[config.mk]
export PLATFORM = sky130hd
export DESIGN_NAME = cube_shell_index_to_position_top_flat
export DESIGN_NICKNAME = d
export VERILOG_FILES = /design/src/csip_pkg.sv /design/src/csip_in_if.sv /design/src/csip_out_if.sv /design/src/cube_shell_index_to_position_top.sv /design/src/csip_shell_find.sv /design/src/flat_wrapper.sv
export SDC_FILE = /design/constraint.sdc
export NUM_CORES = 1
export LEC_CHECK = 0
export ABC_AREA = 1
export BUFFER_PORTS_ARGS = -buffer_cell sky130_fd_sc_hd__buf_2
export CAP_MARGIN = 20
export CORE_MARGIN = 3
export CORE_UTILIZATION = 25
export CTS_CLUSTER_SIZE = 30
export DETAILED_ROUTE_END_ITERATION = 6
export PLACE_DENSITY = 0.46
export SKIP_LAST_GASP = 1
export SYNTH_ARGS = -nofsm -noshare
export SYNTH_HDL_FRONTEND = slang
export SYNTH_SLANG_ARGS = --single-unit
[constraint.sdc]
create_clock -name clk -period 26.2 [get_ports clk]
set_input_delay 3.93 -clock clk [delete_from_list [all_inputs] [get_ports clk]]
set_output_delay 3.93 -clock clk [all_outputs]
set_load 0.05 [all_outputs]
[src/csip_pkg.sv]
`timescale 1ns / 1ps

package csip_pkg;

    localparam int IDX_W             = 27;
    localparam int COORD_W           = 9;
    localparam int DEFAULT_MAX_SHELL = 255;

    // Bounds that follow from the index width: the shell of any index stays below 258
    localparam int N_W    = 10;
    localparam int SQ_W   = 20;
    localparam int OFS_W  = 21;
    localparam int CUBE_W = 28;
    localparam int Q_W    = 10;

    typedef struct packed {
        logic                 beyond;
        logic [COORD_W-1:0]   r;
        logic [N_W-1:0]       n;
        logic [SQ_W-1:0]      nsq;
        logic [OFS_W-1:0]     ofs;
    } csip_shell_t;

endpackage

[src/csip_in_if.sv]
`timescale 1ns / 1ps

interface csip_in_if;
    import csip_pkg::*;

    logic             valid;
    logic             ready;
    logic [IDX_W-1:0] position_index;

    modport source (output valid, output position_index, input ready);
    modport sink (input valid, input position_index, output ready);
endinterface

[src/csip_out_if.sv]
`timescale 1ns / 1ps

interface csip_out_if;
    import csip_pkg::*;

    logic                      valid;
    logic                      ready;
    logic signed [COORD_W-1:0] pos_x;
    logic signed [COORD_W-1:0] pos_y;
    logic signed [COORD_W-1:0] pos_z;
    logic                      beyond_range;

    modport source (output valid, output pos_x, output pos_y, output pos_z,
                    output beyond_range, input ready);
    modport sink (input valid, input pos_x, input pos_y, input pos_z,
                  input beyond_range, output ready);
endinterface

[src/cube_shell_index_to_position_top.sv]
`timescale 1ns / 1ps

// Cube shell index to position lookup.
// query channel (sink): position_index, one item per lookup.
// result channel (source): pos_x, pos_y, pos_z and beyond_range, one item per query.
// An index past shell MAX_SHELL returns beyond_range with zero coordinates.
// The shell search steps one radius per cycle, from shell 1 up to the index's
// shell (or up to MAX_SHELL for an index beyond range). Decoding then runs
// face/edge group compares for edge and corner points, or face group compares
// and a restoring division for face points, on one shared subtractor, then
// hands off through S_WRITE. Index zero skips the search and the decoding.
// One item is in flight at a time: query.ready is high only while idle.
// A finished item moves to the output register; the next query is taken while
// it waits. If the receiver stalls and that register is still full, the next
// result holds until it drains.
// Reset clears the sequencer and the output valid; no memory to clear.
module cube_shell_index_to_position_top #(
    parameter int MAX_SHELL = csip_pkg::DEFAULT_MAX_SHELL
) (
    input  logic         clk,
    input  logic         rst_n,
    csip_in_if.sink      query,
    csip_out_if.source   result
);
    import csip_pkg::*;

    localparam int BIT_W = $clog2(Q_W);
    localparam logic [BIT_W-1:0] BIT_TOP = BIT_W'(Q_W - 1);

    localparam logic [1:0] GRP_FIRST  = 2'd0;
    localparam logic [1:0] GRP_SECOND = 2'd1;
    localparam logic [1:0] GRP_THIRD  = 2'd2;
    localparam logic [1:0] GRP_DONE   = 2'd3;

    typedef enum logic [2:0] {S_IDLE, S_FIND, S_FACE, S_EDGE, S_DIV, S_WRITE} state_t;

    state_t                     state_reg;
    logic [OFS_W-1:0]           ofs_reg;
    logic [1:0]                 cnt_reg;
    logic [BIT_W-1:0]           bit_reg;
    logic [Q_W-1:0]             q_reg;
    logic                       sgn_reg;
    logic [COORD_W-1:0]         r_reg;
    logic [N_W-1:0]             n_reg;
    logic [SQ_W-1:0]            nsq_reg;
    logic [COORD_W-1:0]         x_reg;
    logic [COORD_W-1:0]         y_reg;
    logic [COORD_W-1:0]         z_reg;
    logic                       beyond_reg;
    logic                       out_valid_reg;
    logic signed [COORD_W-1:0]  out_x_reg;
    logic signed [COORD_W-1:0]  out_y_reg;
    logic signed [COORD_W-1:0]  out_z_reg;
    logic                       out_beyond_reg;

    logic                       accept;
    logic                       shell_start;
    logic                       shell_done;
    csip_shell_t                shell;

    logic [OFS_W-1:0]           sub_b;
    logic [OFS_W:0]             diff;
    logic                       ge;
    logic [Q_W-1:0]             q_new;
    logic [OFS_W-1:0]           rem_new;
    logic [COORD_W-1:0]         lo;
    logic [COORD_W-1:0]         s_pos;
    logic [COORD_W-1:0]         s_neg;
    logic [COORD_W-1:0]         face_s;
    logic [COORD_W-1:0]         face_va;
    logic [COORD_W-1:0]         face_vb;
    logic [COORD_W-1:0]         edge_va;
    logic [COORD_W-1:0]         edge_s1;
    logic [COORD_W-1:0]         edge_s2;
    logic [COORD_W-1:0]         corner_x;
    logic [COORD_W-1:0]         corner_y;
    logic [COORD_W-1:0]         corner_z;

    assign accept      = query.valid && query.ready;
    assign query.ready = (state_reg == S_IDLE);
    assign shell_start = accept && (query.position_index != '0);

    csip_shell_find #(
        .MAX_SHELL (MAX_SHELL)
    ) u_shell_find (
        .clk   (clk),
        .rst_n (rst_n),
        .start (shell_start),
        .idx   (query.position_index),
        .done  (shell_done),
        .shell (shell)
    );

    // shared subtract-and-compare unit
    always_comb
    begin
        case (state_reg)
            S_FACE:  sub_b = {nsq_reg, 1'b0};
            S_EDGE:  sub_b = OFS_W'({n_reg, 2'b00});
            S_DIV:   sub_b = OFS_W'(n_reg) << bit_reg;
            default: sub_b = '0;
        endcase
    end

    assign diff    = {1'b0, ofs_reg} - {1'b0, sub_b};
    assign ge      = ~diff[OFS_W];
    assign q_new   = q_reg | (Q_W'(ge) << bit_reg);
    assign rem_new = ge ? diff[OFS_W-1:0] : ofs_reg;

    assign lo       = r_reg - COORD_W'(1);
    assign s_pos    = r_reg;
    assign s_neg    = COORD_W'(0) - r_reg;
    assign face_s   = sgn_reg ? s_neg : s_pos;
    assign face_va  = q_new[COORD_W-1:0] - lo;
    assign face_vb  = rem_new[COORD_W-1:0] - lo;
    assign edge_va  = ofs_reg[COORD_W+1:2] - lo;
    assign edge_s1  = ofs_reg[1] ? s_neg : s_pos;
    assign edge_s2  = ofs_reg[0] ? s_neg : s_pos;
    assign corner_x = ofs_reg[2] ? s_neg : s_pos;
    assign corner_y = ofs_reg[1] ? s_neg : s_pos;
    assign corner_z = ofs_reg[0] ? s_neg : s_pos;

    always_ff @(posedge clk or negedge rst_n)
    begin
        if (!rst_n)
        begin
            state_reg     <= S_IDLE;
            out_valid_reg <= 1'b0;
        end
        else
        begin
            if (result.ready && state_reg != S_WRITE)
            begin
                out_valid_reg <= 1'b0;
            end
            case (state_reg)
                S_IDLE:
                begin
                    if (accept)
                    begin
                        beyond_reg <= 1'b0;
                        x_reg      <= '0;
                        y_reg      <= '0;
                        z_reg      <= '0;
                        state_reg  <= shell_start ? S_FIND : S_WRITE;
                    end
                end
                S_FIND:
                begin
                    if (shell_done)
                    begin
                        beyond_reg <= shell.beyond;
                        r_reg      <= shell.r;
                        n_reg      <= shell.n;
                        nsq_reg    <= shell.nsq;
                        ofs_reg    <= shell.ofs;
                        cnt_reg    <= GRP_FIRST;
                        state_reg  <= shell.beyond ? S_WRITE : S_FACE;
                    end
                end
                S_FACE:
                begin
                    if (cnt_reg == GRP_DONE)
                    begin
                        cnt_reg   <= GRP_FIRST;
                        state_reg <= S_EDGE;
                    end
                    else if (ge)
                    begin
                        ofs_reg <= diff[OFS_W-1:0];
                        cnt_reg <= cnt_reg + 2'd1;
                    end
                    else
                    begin
                        // halve to drop the sign bit, then divide by n
                        sgn_reg   <= ofs_reg[0];
                        ofs_reg   <= ofs_reg >> 1;
                        q_reg     <= '0;
                        bit_reg   <= BIT_TOP;
                        state_reg <= S_DIV;
                    end
                end
                S_EDGE:
                begin
                    if (cnt_reg == GRP_DONE)
                    begin
                        x_reg     <= corner_x;
                        y_reg     <= corner_y;
                        z_reg     <= corner_z;
                        state_reg <= S_WRITE;
                    end
                    else if (ge)
                    begin
                        ofs_reg <= diff[OFS_W-1:0];
                        cnt_reg <= cnt_reg + 2'd1;
                    end
                    else
                    begin
                        case (cnt_reg)
                            GRP_FIRST:
                            begin
                                x_reg <= edge_va;
                                y_reg <= edge_s1;
                                z_reg <= edge_s2;
                            end
                            GRP_SECOND:
                            begin
                                z_reg <= edge_va;
                                x_reg <= edge_s1;
                                y_reg <= edge_s2;
                            end
                            default:
                            begin
                                y_reg <= edge_va;
                                x_reg <= edge_s1;
                                z_reg <= edge_s2;
                            end
                        endcase
                        state_reg <= S_WRITE;
                    end
                end
                S_DIV:
                begin
                    q_reg   <= q_new;
                    ofs_reg <= rem_new;
                    bit_reg <= bit_reg - BIT_W'(1);
                    if (bit_reg == '0)
                    begin
                        case (cnt_reg)
                            GRP_FIRST:
                            begin
                                x_reg <= face_va;
                                z_reg <= face_vb;
                                y_reg <= face_s;
                            end
                            GRP_SECOND:
                            begin
                                x_reg <= face_va;
                                y_reg <= face_vb;
                                z_reg <= face_s;
                            end
                            GRP_THIRD:
                            begin
                                z_reg <= face_va;
                                y_reg <= face_vb;
                                x_reg <= face_s;
                            end
                            default:
                            begin
                                x_reg <= '0;
                                y_reg <= '0;
                                z_reg <= '0;
                            end
                        endcase
                        state_reg <= S_WRITE;
                    end
                end
                S_WRITE:
                begin
                    if (!out_valid_reg || result.ready)
                    begin
                        out_valid_reg  <= 1'b1;
                        out_x_reg      <= x_reg;
                        out_y_reg      <= y_reg;
                        out_z_reg      <= z_reg;
                        out_beyond_reg <= beyond_reg;
                        state_reg      <= S_IDLE;
                    end
                end
                default:
                begin
                    state_reg <= S_IDLE;
                end
            endcase
        end
    end

    assign result.valid        = out_valid_reg;
    assign result.pos_x        = out_x_reg;
    assign result.pos_y        = out_y_reg;
    assign result.pos_z        = out_z_reg;
    assign result.beyond_range = out_beyond_reg;

    a_busy_after_accept: assert property (@(posedge clk) disable iff (!rst_n)
        accept |=> !query.ready)
        else $error("query taken while a lookup is in flight");

    a_find_done_in_find: assert property (@(posedge clk) disable iff (!rst_n)
        shell_done |-> state_reg == S_FIND)
        else $error("shell search finished outside the search phase");

    a_beyond_zero: assert property (@(posedge clk) disable iff (!rst_n)
        (result.valid && result.beyond_range) |->
            (result.pos_x == '0 && result.pos_y == '0 && result.pos_z == '0))
        else $error("out-of-range item carries nonzero coordinates");

    a_write_loads: assert property (@(posedge clk) disable iff (!rst_n)
        (state_reg == S_WRITE && !out_valid_reg) |=> out_valid_reg)
        else $error("finished item not moved to the output register");

endmodule

[src/csip_shell_find.sv]
`timescale 1ns / 1ps

module csip_shell_find #(
    parameter int MAX_SHELL = csip_pkg::DEFAULT_MAX_SHELL
) (
    input  logic                        clk,
    input  logic                        rst_n,
    input  logic                        start,
    input  logic [csip_pkg::IDX_W-1:0]  idx,
    output logic                        done,
    output csip_pkg::csip_shell_t       shell
);
    import csip_pkg::*;

    localparam int SHELL_W = (MAX_SHELL > 1) ? $clog2(MAX_SHELL + 1) : 1;
    localparam logic [SHELL_W-1:0] LAST_K = SHELL_W'(MAX_SHELL);

    typedef enum logic {F_IDLE, F_RUN} find_state_t;

    find_state_t          state_reg;
    logic                 done_reg;
    csip_shell_t          shell_reg;
    logic [IDX_W-1:0]     idx_reg;
    logic [SHELL_W-1:0]   k_reg;
    logic [COORD_W-1:0]   r_reg;
    logic [N_W-1:0]       n_reg;
    logic [CUBE_W-1:0]    lo_cube_reg;
    logic [CUBE_W-1:0]    hi_cube_reg;
    logic [CUBE_W-1:0]    d1_reg;
    logic [CUBE_W-1:0]    d2_reg;
    logic [SQ_W-1:0]      lo_sq_reg;
    logic [SQ_W-1:0]      hi_sq_reg;
    logic [SQ_W-1:0]      sq_step_reg;

    logic                 inside_hi;
    logic [CUBE_W-1:0]    ofs_full;

    assign inside_hi = CUBE_W'(idx_reg) < hi_cube_reg;
    assign ofs_full  = CUBE_W'(idx_reg) - lo_cube_reg;

    always_ff @(posedge clk or negedge rst_n)
    begin
        if (!rst_n)
        begin
            state_reg <= F_IDLE;
            done_reg  <= 1'b0;
        end
        else
        begin
            done_reg <= 1'b0;
            case (state_reg)
                F_IDLE:
                begin
                    if (start)
                    begin
                        idx_reg     <= idx;
                        k_reg       <= SHELL_W'(1);
                        r_reg       <= COORD_W'(1);
                        n_reg       <= N_W'(1);
                        lo_cube_reg <= CUBE_W'(1);
                        hi_cube_reg <= CUBE_W'(27);
                        d1_reg      <= CUBE_W'(98);
                        d2_reg      <= CUBE_W'(120);
                        lo_sq_reg   <= SQ_W'(1);
                        hi_sq_reg   <= SQ_W'(9);
                        sq_step_reg <= SQ_W'(16);
                        state_reg   <= F_RUN;
                    end
                end
                F_RUN:
                begin
                    if (inside_hi)
                    begin
                        shell_reg.beyond <= 1'b0;
                        shell_reg.r      <= r_reg;
                        shell_reg.n      <= n_reg;
                        shell_reg.nsq    <= lo_sq_reg;
                        shell_reg.ofs    <= ofs_full[OFS_W-1:0];
                        done_reg         <= 1'b1;
                        state_reg        <= F_IDLE;
                    end
                    else if (k_reg == LAST_K)
                    begin
                        shell_reg.beyond <= 1'b1;
                        shell_reg.r      <= '0;
                        shell_reg.n      <= '0;
                        shell_reg.nsq    <= '0;
                        shell_reg.ofs    <= '0;
                        done_reg         <= 1'b1;
                        state_reg        <= F_IDLE;
                    end
                    else
                    begin
                        // advance one shell by forward differences
                        lo_cube_reg <= hi_cube_reg;
                        hi_cube_reg <= hi_cube_reg + d1_reg;
                        d1_reg      <= d1_reg + d2_reg;
                        d2_reg      <= d2_reg + CUBE_W'(48);
                        lo_sq_reg   <= hi_sq_reg;
                        hi_sq_reg   <= hi_sq_reg + sq_step_reg;
                        sq_step_reg <= sq_step_reg + SQ_W'(8);
                        k_reg       <= k_reg + SHELL_W'(1);
                        r_reg       <= r_reg + COORD_W'(1);
                        n_reg       <= n_reg + N_W'(2);
                    end
                end
                default:
                begin
                    state_reg <= F_IDLE;
                end
            endcase
        end
    end

    assign done  = done_reg;
    assign shell = shell_reg;

endmodule

[src/flat_wrapper.sv]
// flat-port wrapper written by rule: the top's interface ports become plain ports
module cube_shell_index_to_position_top_flat import csip_pkg::*;
#(
    parameter int MAX_SHELL = csip_pkg::DEFAULT_MAX_SHELL
)
  (clk, rst_n, query_valid, query_position_index, query_ready, result_valid, result_pos_x, result_pos_y, result_pos_z, result_beyond_range, result_ready);
  csip_in_if query_i ();
  csip_out_if result_i ();
  input  logic clk;
  input  logic rst_n;
  input wire logic [$bits(query_i.valid)-1:0] query_valid;
  input wire logic [$bits(query_i.position_index)-1:0] query_position_index;
  output wire logic [$bits(query_i.ready)-1:0] query_ready;
  output wire logic [$bits(result_i.valid)-1:0] result_valid;
  output wire logic [$bits(result_i.pos_x)-1:0] result_pos_x;
  output wire logic [$bits(result_i.pos_y)-1:0] result_pos_y;
  output wire logic [$bits(result_i.pos_z)-1:0] result_pos_z;
  output wire logic [$bits(result_i.beyond_range)-1:0] result_beyond_range;
  input wire logic [$bits(result_i.ready)-1:0] result_ready;
  assign query_i.valid = query_valid;
  assign query_i.position_index = query_position_index;
  assign query_ready = query_i.ready;
  assign result_valid = result_i.valid;
  assign result_pos_x = result_i.pos_x;
  assign result_pos_y = result_i.pos_y;
  assign result_pos_z = result_i.pos_z;
  assign result_beyond_range = result_i.beyond_range;
  assign result_i.ready = result_ready;
  cube_shell_index_to_position_top #(.MAX_SHELL(MAX_SHELL)) u_core (.clk(clk), .rst_n(rst_n), .query(query_i), .result(result_i));
endmodule
==> run_results.csv, run 1 <==
group,metric,value,unit
die,core,97600,µm²
die,rows,114,
final_layout,nNetsFinal,3138,
timing,max_freq,157,MHz
synth,yosys.area.top_type,"edfxtp_1",
power,p_leak,11.5,nW
grt,grt_pass1_vias,19218,
synth,ys_ff_latch,393,
cts,numCtsBuffers,48,
final_layout,fin_area,28200,µm²
timing,slew_headroom,19.9,%
cts,cts_tree,"yes",
route,wl,69.6,mm
flow_run,drv_cap,0,
setup_path,cpPeakStageDelay,0.46,ns
setup_path,path_max_fanout,36,
synth,synth_edf_count,387,
synth,synth_mux_area_share,0.121,%
route,drt-initial-drc-count,1405,
synth,yosysWarnings,0,
timing,fin_skew,0.0164,ns
final_layout,n_antenna_cell,0,
die,die-height,321,µm
status,outcome,"finished clean",
synth,synthCells,2868,
power,powerDensity,106,nW/µm²
placed_design,port_buffers,60,
synth,synth-simple-area-share,19.5,%
cts,cts.sinks,393,
cts,htreeDepth,2,
synth,synth_top_family_by_area,"simple AND/OR/NAND/NOR gates",
timing,hold_ws,0.402,ns
placed_design,dp_cells,4161,
power,vdd_drop_max,54.9,µV
setup_path,critical_path.top_delay_family,"simple AND/OR/NAND/NOR gates",
grt,grt_pass1_wl,110,mm
timing,setup_tns,0,ns
timing,fin_crit,6.38,ns
synth,yosys-top-cells-area,"edfxtp_1 47%, nand2_1 8.6%, ha_1 8.3%, a21oi_1 5.8%, inv_1 5.7%",
hold_path,hold_depth,0,
final_layout,fillers,10446,
placed_design,hpwl,52.0,mm
grt,track_usage,13.4,%
cts,clockRootBuffer,"clkbuf_16",
synth,ys_async_sr_fraction,1.53,%
cts,postCtsSetupRepairBufs,0,
setup_path,endpoint_kind,"flip-flop",
hold_path,whs_endpoint,"u_core.nsq_reg[3]",
cts,insertion_delay,0.59,ns
setup_path,r2r_slack,19.82,ns
synth,netlist_area,24800,µm²
cts,post_cts_resized,0,
setup_path,r2r_cells,33,
cts,clk_pin_slew,0.06,ns
die,start_util,25.4,%
cts,cts_hold_buf,0,
cts,cts_buffer_depth,3,
timing,hold_viol_final,0,
synth,synth.net_count,3071,
synth,ys.flop_type,"edfxtp_1",
synth,synthAdderAreaFrac,8.88,%
placed_design,dpl_cell_area,26600,µm²
route,dr_total_vias,19714,
setup_path,r2r-end,"u_core.y_reg[6]",
synth,synth_compound_area_share,15.3,%
route,wl_per_cell,16.4,µm
setup_path,crit_top_cell,"nand2_1",
setup_path,crit_required,26.53,ns
timing,worst_slew_pin_slew,1.20,ns
setup_path,reg2reg_from,"u_core.state_reg[0]",
setup_path,arrival,6.71,ns
timing,setup_viol,0,
setup_path,cp-start-kind,"flip-flop",
synth,synth_xor_area_share,1.80,%
hold_path,hp-class,"flip-flop to flip-flop",
route,dr.pass1.iters,7,
setup_path,path_buf_inv,6,
setup_path,slowest_stage,"nor2_1",
route,ant_nets,0,
hold_path,min_from,"u_core.u_shell_find.shell[24]",
final_layout,largest_register_ffs,58,
timing,min_period_over_period,24.4,%
synth,yosysSeqAreaShare,47.4,%
final_layout,drive_above_1_share,7.47,%
setup_path,worstSetupPathType,"flip-flop to flip-flop",
route,drc,0,
synth,yosysTopAreaCellShare,46.8,%
timing,rsz0062_at_grt,"false",
final_layout,finalNonFillerCells,4247,
grt,grt_antenna_before_repair,0,
placed_design,gp_congestion,0.911,
grt,grt-ovfl-total,0,
synth,avgSynthCellArea,8.66,µm²
timing,final_max_slew_viol_count,0,
route,vias_per_cell,4.64,
final_layout,finalCoreUtilization,28.9,%
die,ios,61,
final_layout,syn_to_final_growth,13.7,%
grt,grt_max_degree,173,
die,die_x,321,µm
die,fp.dieArea,103000,µm²
synth,ys_types,63,
-- cells by family after synthesis --
group,after synthesis
simple gates,1134
flops,393
compound gates,669
xor+xnor,51
buf+inv,446
fa+ha+maj,172
mux,3
-- cell usage after synthesis, types with 6 or more instances --
master,n
nand2_2,7
o21ai_1,17
nand2_1,570
and2_1,6
a21oi_1,288
o22ai_1,15
nor3_1,45
a211oi_1,7
a221oi_1,8
a21oi_2,7
o211ai_1,29
a22oi_1,13
nor2_2,8
o21ai_0,201
dfrtp_1,6
a21o_1,12
o221ai_1,7
inv_1,374
nand3_1,128
o21a_1,26
buf_2,20
nor4_1,18
fa_1,7
ha_1,165
xnor2_1,21
o21bai_1,12
o31ai_1,6
or2_2,15
xor2_1,30
nor2_1,275
clkbuf_1,33
nand3b_1,6
nor3b_1,9
edfxtp_1,387
nand4_1,31
-- layout by cell type (no fill, tap or decap), types with 17 or more instances in the layout --
| cell type | n |
|---|---|
| nand2_1 | 569 |
| edfxtp_1 | 387 |
| inv_1 | 373 |
| a21oi_1 | 287 |
| nor2_1 | 271 |
| o21ai_0 | 201 |
| ha_1 | 165 |
| nand3_1 | 128 |
| buf_2 | 60 |
| clkbuf_16 | 49 |
| nor3_1 | 43 |
| nand4_1 | 31 |
| xor2_1 | 30 |
| o211ai_1 | 29 |
| o21a_1 | 26 |
| xnor2_1 | 21 |
| o21ai_1 | 17 |
| buf_4 | 17 |
-- metrics by stage --
| step | total power [W] | setup slack, ns |
|---|---|---|
| detailed placement | 0.00234 | 19.52 |
| global placement | 0.00234 | 19.54 |
| finish | 0.00299 | 19.82 |
| CTS | 0.00303 | 19.90 |
| global route | 0.00324 | 19.24 |
| floorplan | 0.00195 | 12.63 |
-- cell type report --
type / count / area, µm² / area share, %
inverter: 384 / 1440 / 5.11
clock buffer: 53 / 1240 / 4.40
sequential: 393 / 11800 / 41.7
timing repair buffer: 79 / 459 / 1.63
tap: 1276 / 1600 / 5.66
multi-input combinational: 2029 / 11400 / 40.3
clock inverter: 33 / 328 / 1.16
-- report_power, final --
| part | internal, W | switching, W |
|---|---|---|
| clock | 0.000399 | 0.000272 |
| sequential | 0.000886 | 0.0000931 |
| combinational | 0.000421 | 0.000923 |
| total | 0.00171 | 0.00129 |
-- worst reg2reg max path: cells and delay by family (launching register included) --
kind | cells | cell delay, ns
adder cells (fa/ha/maj) | 3 | 1.01
flip-flops | 1 | 0.43
AO/OA/AOI/OAI | 5 | 0.95
buffers and inverters | 6 | 0.96
AND/OR/NAND/NOR | 19 | 2.76
-- worst max path at each step --
stage / startpoint / end / cells after the start
6_report: u_core.state_reg[0] / u_core.y_reg[6] / 33
5_1_grt: u_core.state_reg[0] / u_core.y_reg[6] / 30
4_1_cts: u_core.state_reg[0] / u_core.z_reg[8] / 35
3_5_place_dp: query_position_index[21] / u_core.u_shell_find.r_reg[3] / 7
3_3_place_gp: query_position_index[21] / u_core.u_shell_find.sq_step_reg[15] / 7
2_1_floorplan: query_position_index[25] / u_core.u_shell_find.d1_reg[10] / 5
-- layer usage --
layer | vias to the layer above | GRT usage [%] | share of wire, %
met2 | 402 | 21.9 | 45
li1 | 10074 | - | -
met4 | 0 | 3.84 | 2.6
met1 | 9131 | 18.5 | 48
met5 | - | 0 | 0
met3 | 107 | 1.69 | 3.9
(Power assumes the default switching activity.)
==> inputs of run 2 (changes only) <==
--- a/config.mk
+++ b/config.mk
@@ -12,7 +12,7 @@
 export CORE_UTILIZATION = 25
 export CTS_CLUSTER_SIZE = 30
 export DETAILED_ROUTE_END_ITERATION = 6
-export PLACE_DENSITY = 0.46
+export PLACE_DENSITY = 0.47
 export SKIP_LAST_GASP = 1
 export SYNTH_ARGS = -nofsm -noshare
 export SYNTH_HDL_FRONTEND = slang
==> constraint.sdc (replaced) <==
create_clock -name clk -period 5.4 [get_ports clk]
set_input_delay 0.81 -clock clk [delete_from_list [all_inputs] [get_ports clk]]
set_output_delay 0.81 -clock clk [all_outputs]
set_load 0.05 [all_outputs]
==> run 2 against run 1 <==
  * Die area stayed put
  * Critical path type unchanged
  * Global-route usage is 0.29 points higher
  * Maximum frequency is 28% higher
  * Final cell count is 0.64% higher
  * Register-to-register slack worse by 19 ns
  * Via count is 1.1% higher
  * Clock skew is 0.0075 ns higher
  * Critical path depth is 4 lower
  * Critical endpoint unchanged
  * Largest cell class unchanged
  * Core utilization is 0.34 points higher
  * Total power grew to 5.0 times the previous value
  * Sequential cell count stayed put
==> run_results.csv, run 2 (synthesis results as in run 1) <==
group,metric,value,unit
status,outcome,"finished clean",
grt,grt-ovfl-total,0,
die,die_x,321,µm
route,met1Wirelength,33.7,mm
setup_path,r2r_slack,0.41,ns
setup_path,worstSetupPathType,"flip-flop to flip-flop",
cts,numCtsBuffers,48,
setup_path,crit_start,"u_core.bit_reg[0]",
timing,final_max_slew_viol_count,0,
power,powerDensity,522,nW/µm²
final_layout,drive_above_1_share,8.57,%
cts,cts.sinks,393,
setup_path,crit_top_cell,"nand2_1",
final_layout,nNetsFinal,3163,
final_layout,final_cell_mix,"569 x nand2_1, 387 x edfxtp_1, 372 x inv_1, 287 x a21oi_1, 270 x nor2_1",
cts,htreeDepth,2,
route,dr.pass1.iters,5,
setup_path,endpoint_kind,"flip-flop",
timing,fin_crit,4.99,ns
timing,fin_skew,0.0240,ns
hold_path,hp-class,"input port to async pin",
setup_path,r2r_cells,29,
route,wl_met3,2.81,mm
timing,max_freq,200,MHz
grt,grt_pass1_wl,112,mm
setup_path,path_max_fanout,19,
timing,setup_tns,0,ns
final_layout,n_antenna_cell,0,
die,ios,61,
cts,clk_pin_slew,0.07,ns
flow_run,drv_cap,0,
route,wl,71.3,mm
grt,track_usage,13.7,%
setup_path,r2r-end,"u_core.y_reg[6]",
final_layout,multi_input_area,11400,µm²
final_layout,fillers,10457,
cts,cts_tree,"yes",
final_layout,syn_to_final_growth,15.0,%
setup_path,cpPeakStageDelay,0.47,ns
timing,hold_viol_final,0,
die,die-height,321,µm
setup_path,reg2reg_from,"u_core.bit_reg[0]",
grt,grt_antenna_before_repair,1,
cts,cts_buffer_depth,3,
route,drc,0,
timing,setup_viol,0,
die,rows,114,
setup_path,crit_required,5.75,ns
route,ant_nets,0,
route,drt-initial-drc-count,1412,
route,dr_total_vias,19928,
route,dr.max_layer_used,"met4",
route,vias_per_cell,4.66,
final_layout,seqCellArea,11800,µm²
placed_design,gp_congestion,0.916,
die,fp.dieArea,103000,µm²
power,vdd_drop_max,225,µV
route,wl_per_cell,16.7,µm
timing,rsz0062_at_grt,"false",
placed_design,port_buffers,60,
cts,insertion_delay,0.60,ns
route,wl_met2,33.1,mm
final_layout,layout_commonest_cell,"nand2_1",
timing,hold_ws,0.0750,ns
power,p_leak,11.7,nW
setup_path,cp-endpoint,"u_core.y_reg[6]",
setup_path,cp-start-kind,"flip-flop",
timing,worst_slew_pin_slew,0.993,ns
final_layout,largest_register_ffs,58,
grt,grt_pass1_vias,19531,
timing,slew_headroom,33.6,%
setup_path,arrival,5.34,ns
cts,clockRootBuffer,"clkbuf_16",
cts,cts_hold_buf,0,
grt,grt_max_degree,85,
die,core,97600,µm²
die,start_util,25.4,%
placed_design,hpwl,54.2,mm
timing,min_period_over_period,92.4,%
setup_path,slowest_stage,"fa_1",
[run 2: report_power, final]
group | switching (W) | internal, W
logic | 0.00455 | 0.00216
registers | 0.000478 | 0.00429
clock network | 0.00136 | 0.00207
total | 0.00638 | 0.00853
[run 2: worst min path at each step]
stage / start / end / slack, ns / cells after the start
finish: rst_n / u_core.result.valid / 0.07 / 1
global route: rst_n / u_core.result.valid / 0.05 / 1
CTS: rst_n / u_core.result.valid / 0.04 / 1
detailed placement: u_core.u_shell_find.shell[54] / u_core.r_reg[3] / 0.40 / 0
global placement: u_core.z_reg[5] / u_core.result.pos_z[5] / 0.40 / 0
floorplan: u_core.u_shell_find.shell[42] / u_core.n_reg[1] / 0.40 / 0
[run 2: worst max-delay path: cells and delay by family (launching register included)]
| family | cells | cell delay, ns |
|---|---|---|
| DFF | 1 | 0.43 |
| and+or+nand+nor | 17 | 1.89 |
| buffers and inverters | 4 | 0.57 |
| adders and majority gates | 2 | 0.85 |
| AOI/OAI and AO/OA | 6 | 0.99 |
[run 2: timing repair]
item,in CTS,in global routing
hold endpoints to repair,0,0
setup endpoints to repair,0,16
setup buffers,0,4
resized for setup,0,12
[run 2: stage by stage]
step	instance area, µm²	worst slack [ns]	utilization (%)	instances	total power, W
floorplan	24800	0.106	-	2868	0.00941
global placement	26800	0.296	27.5	4182	0.0115
detailed placement	26800	0.338	27.5	4182	0.0115
CTS	28500	0.280	29.2	4270	0.0150
global route	28500	0.00197	29.3	4274	0.0161
finish	28500	0.409	29.3	4274	0.0149
[run 2: cell type report]
class,instances,share of cell area (%)
Inverter,384,5.08
Timing Repair Buffer,104,2.34
Clock buffer,55,4.45
Tap cell,1276,5.59
Clock inverter,33,1.37
Multi-Input combinational cell,2029,39.9
Sequential cell,393,41.3
[run 2: routing by layer]
metal  vias up  track usage (%)
li1      10127                -
met1      9339             18.5
met2       377             22.9
met3        85             1.81
met4         0             3.75
met5         -                0
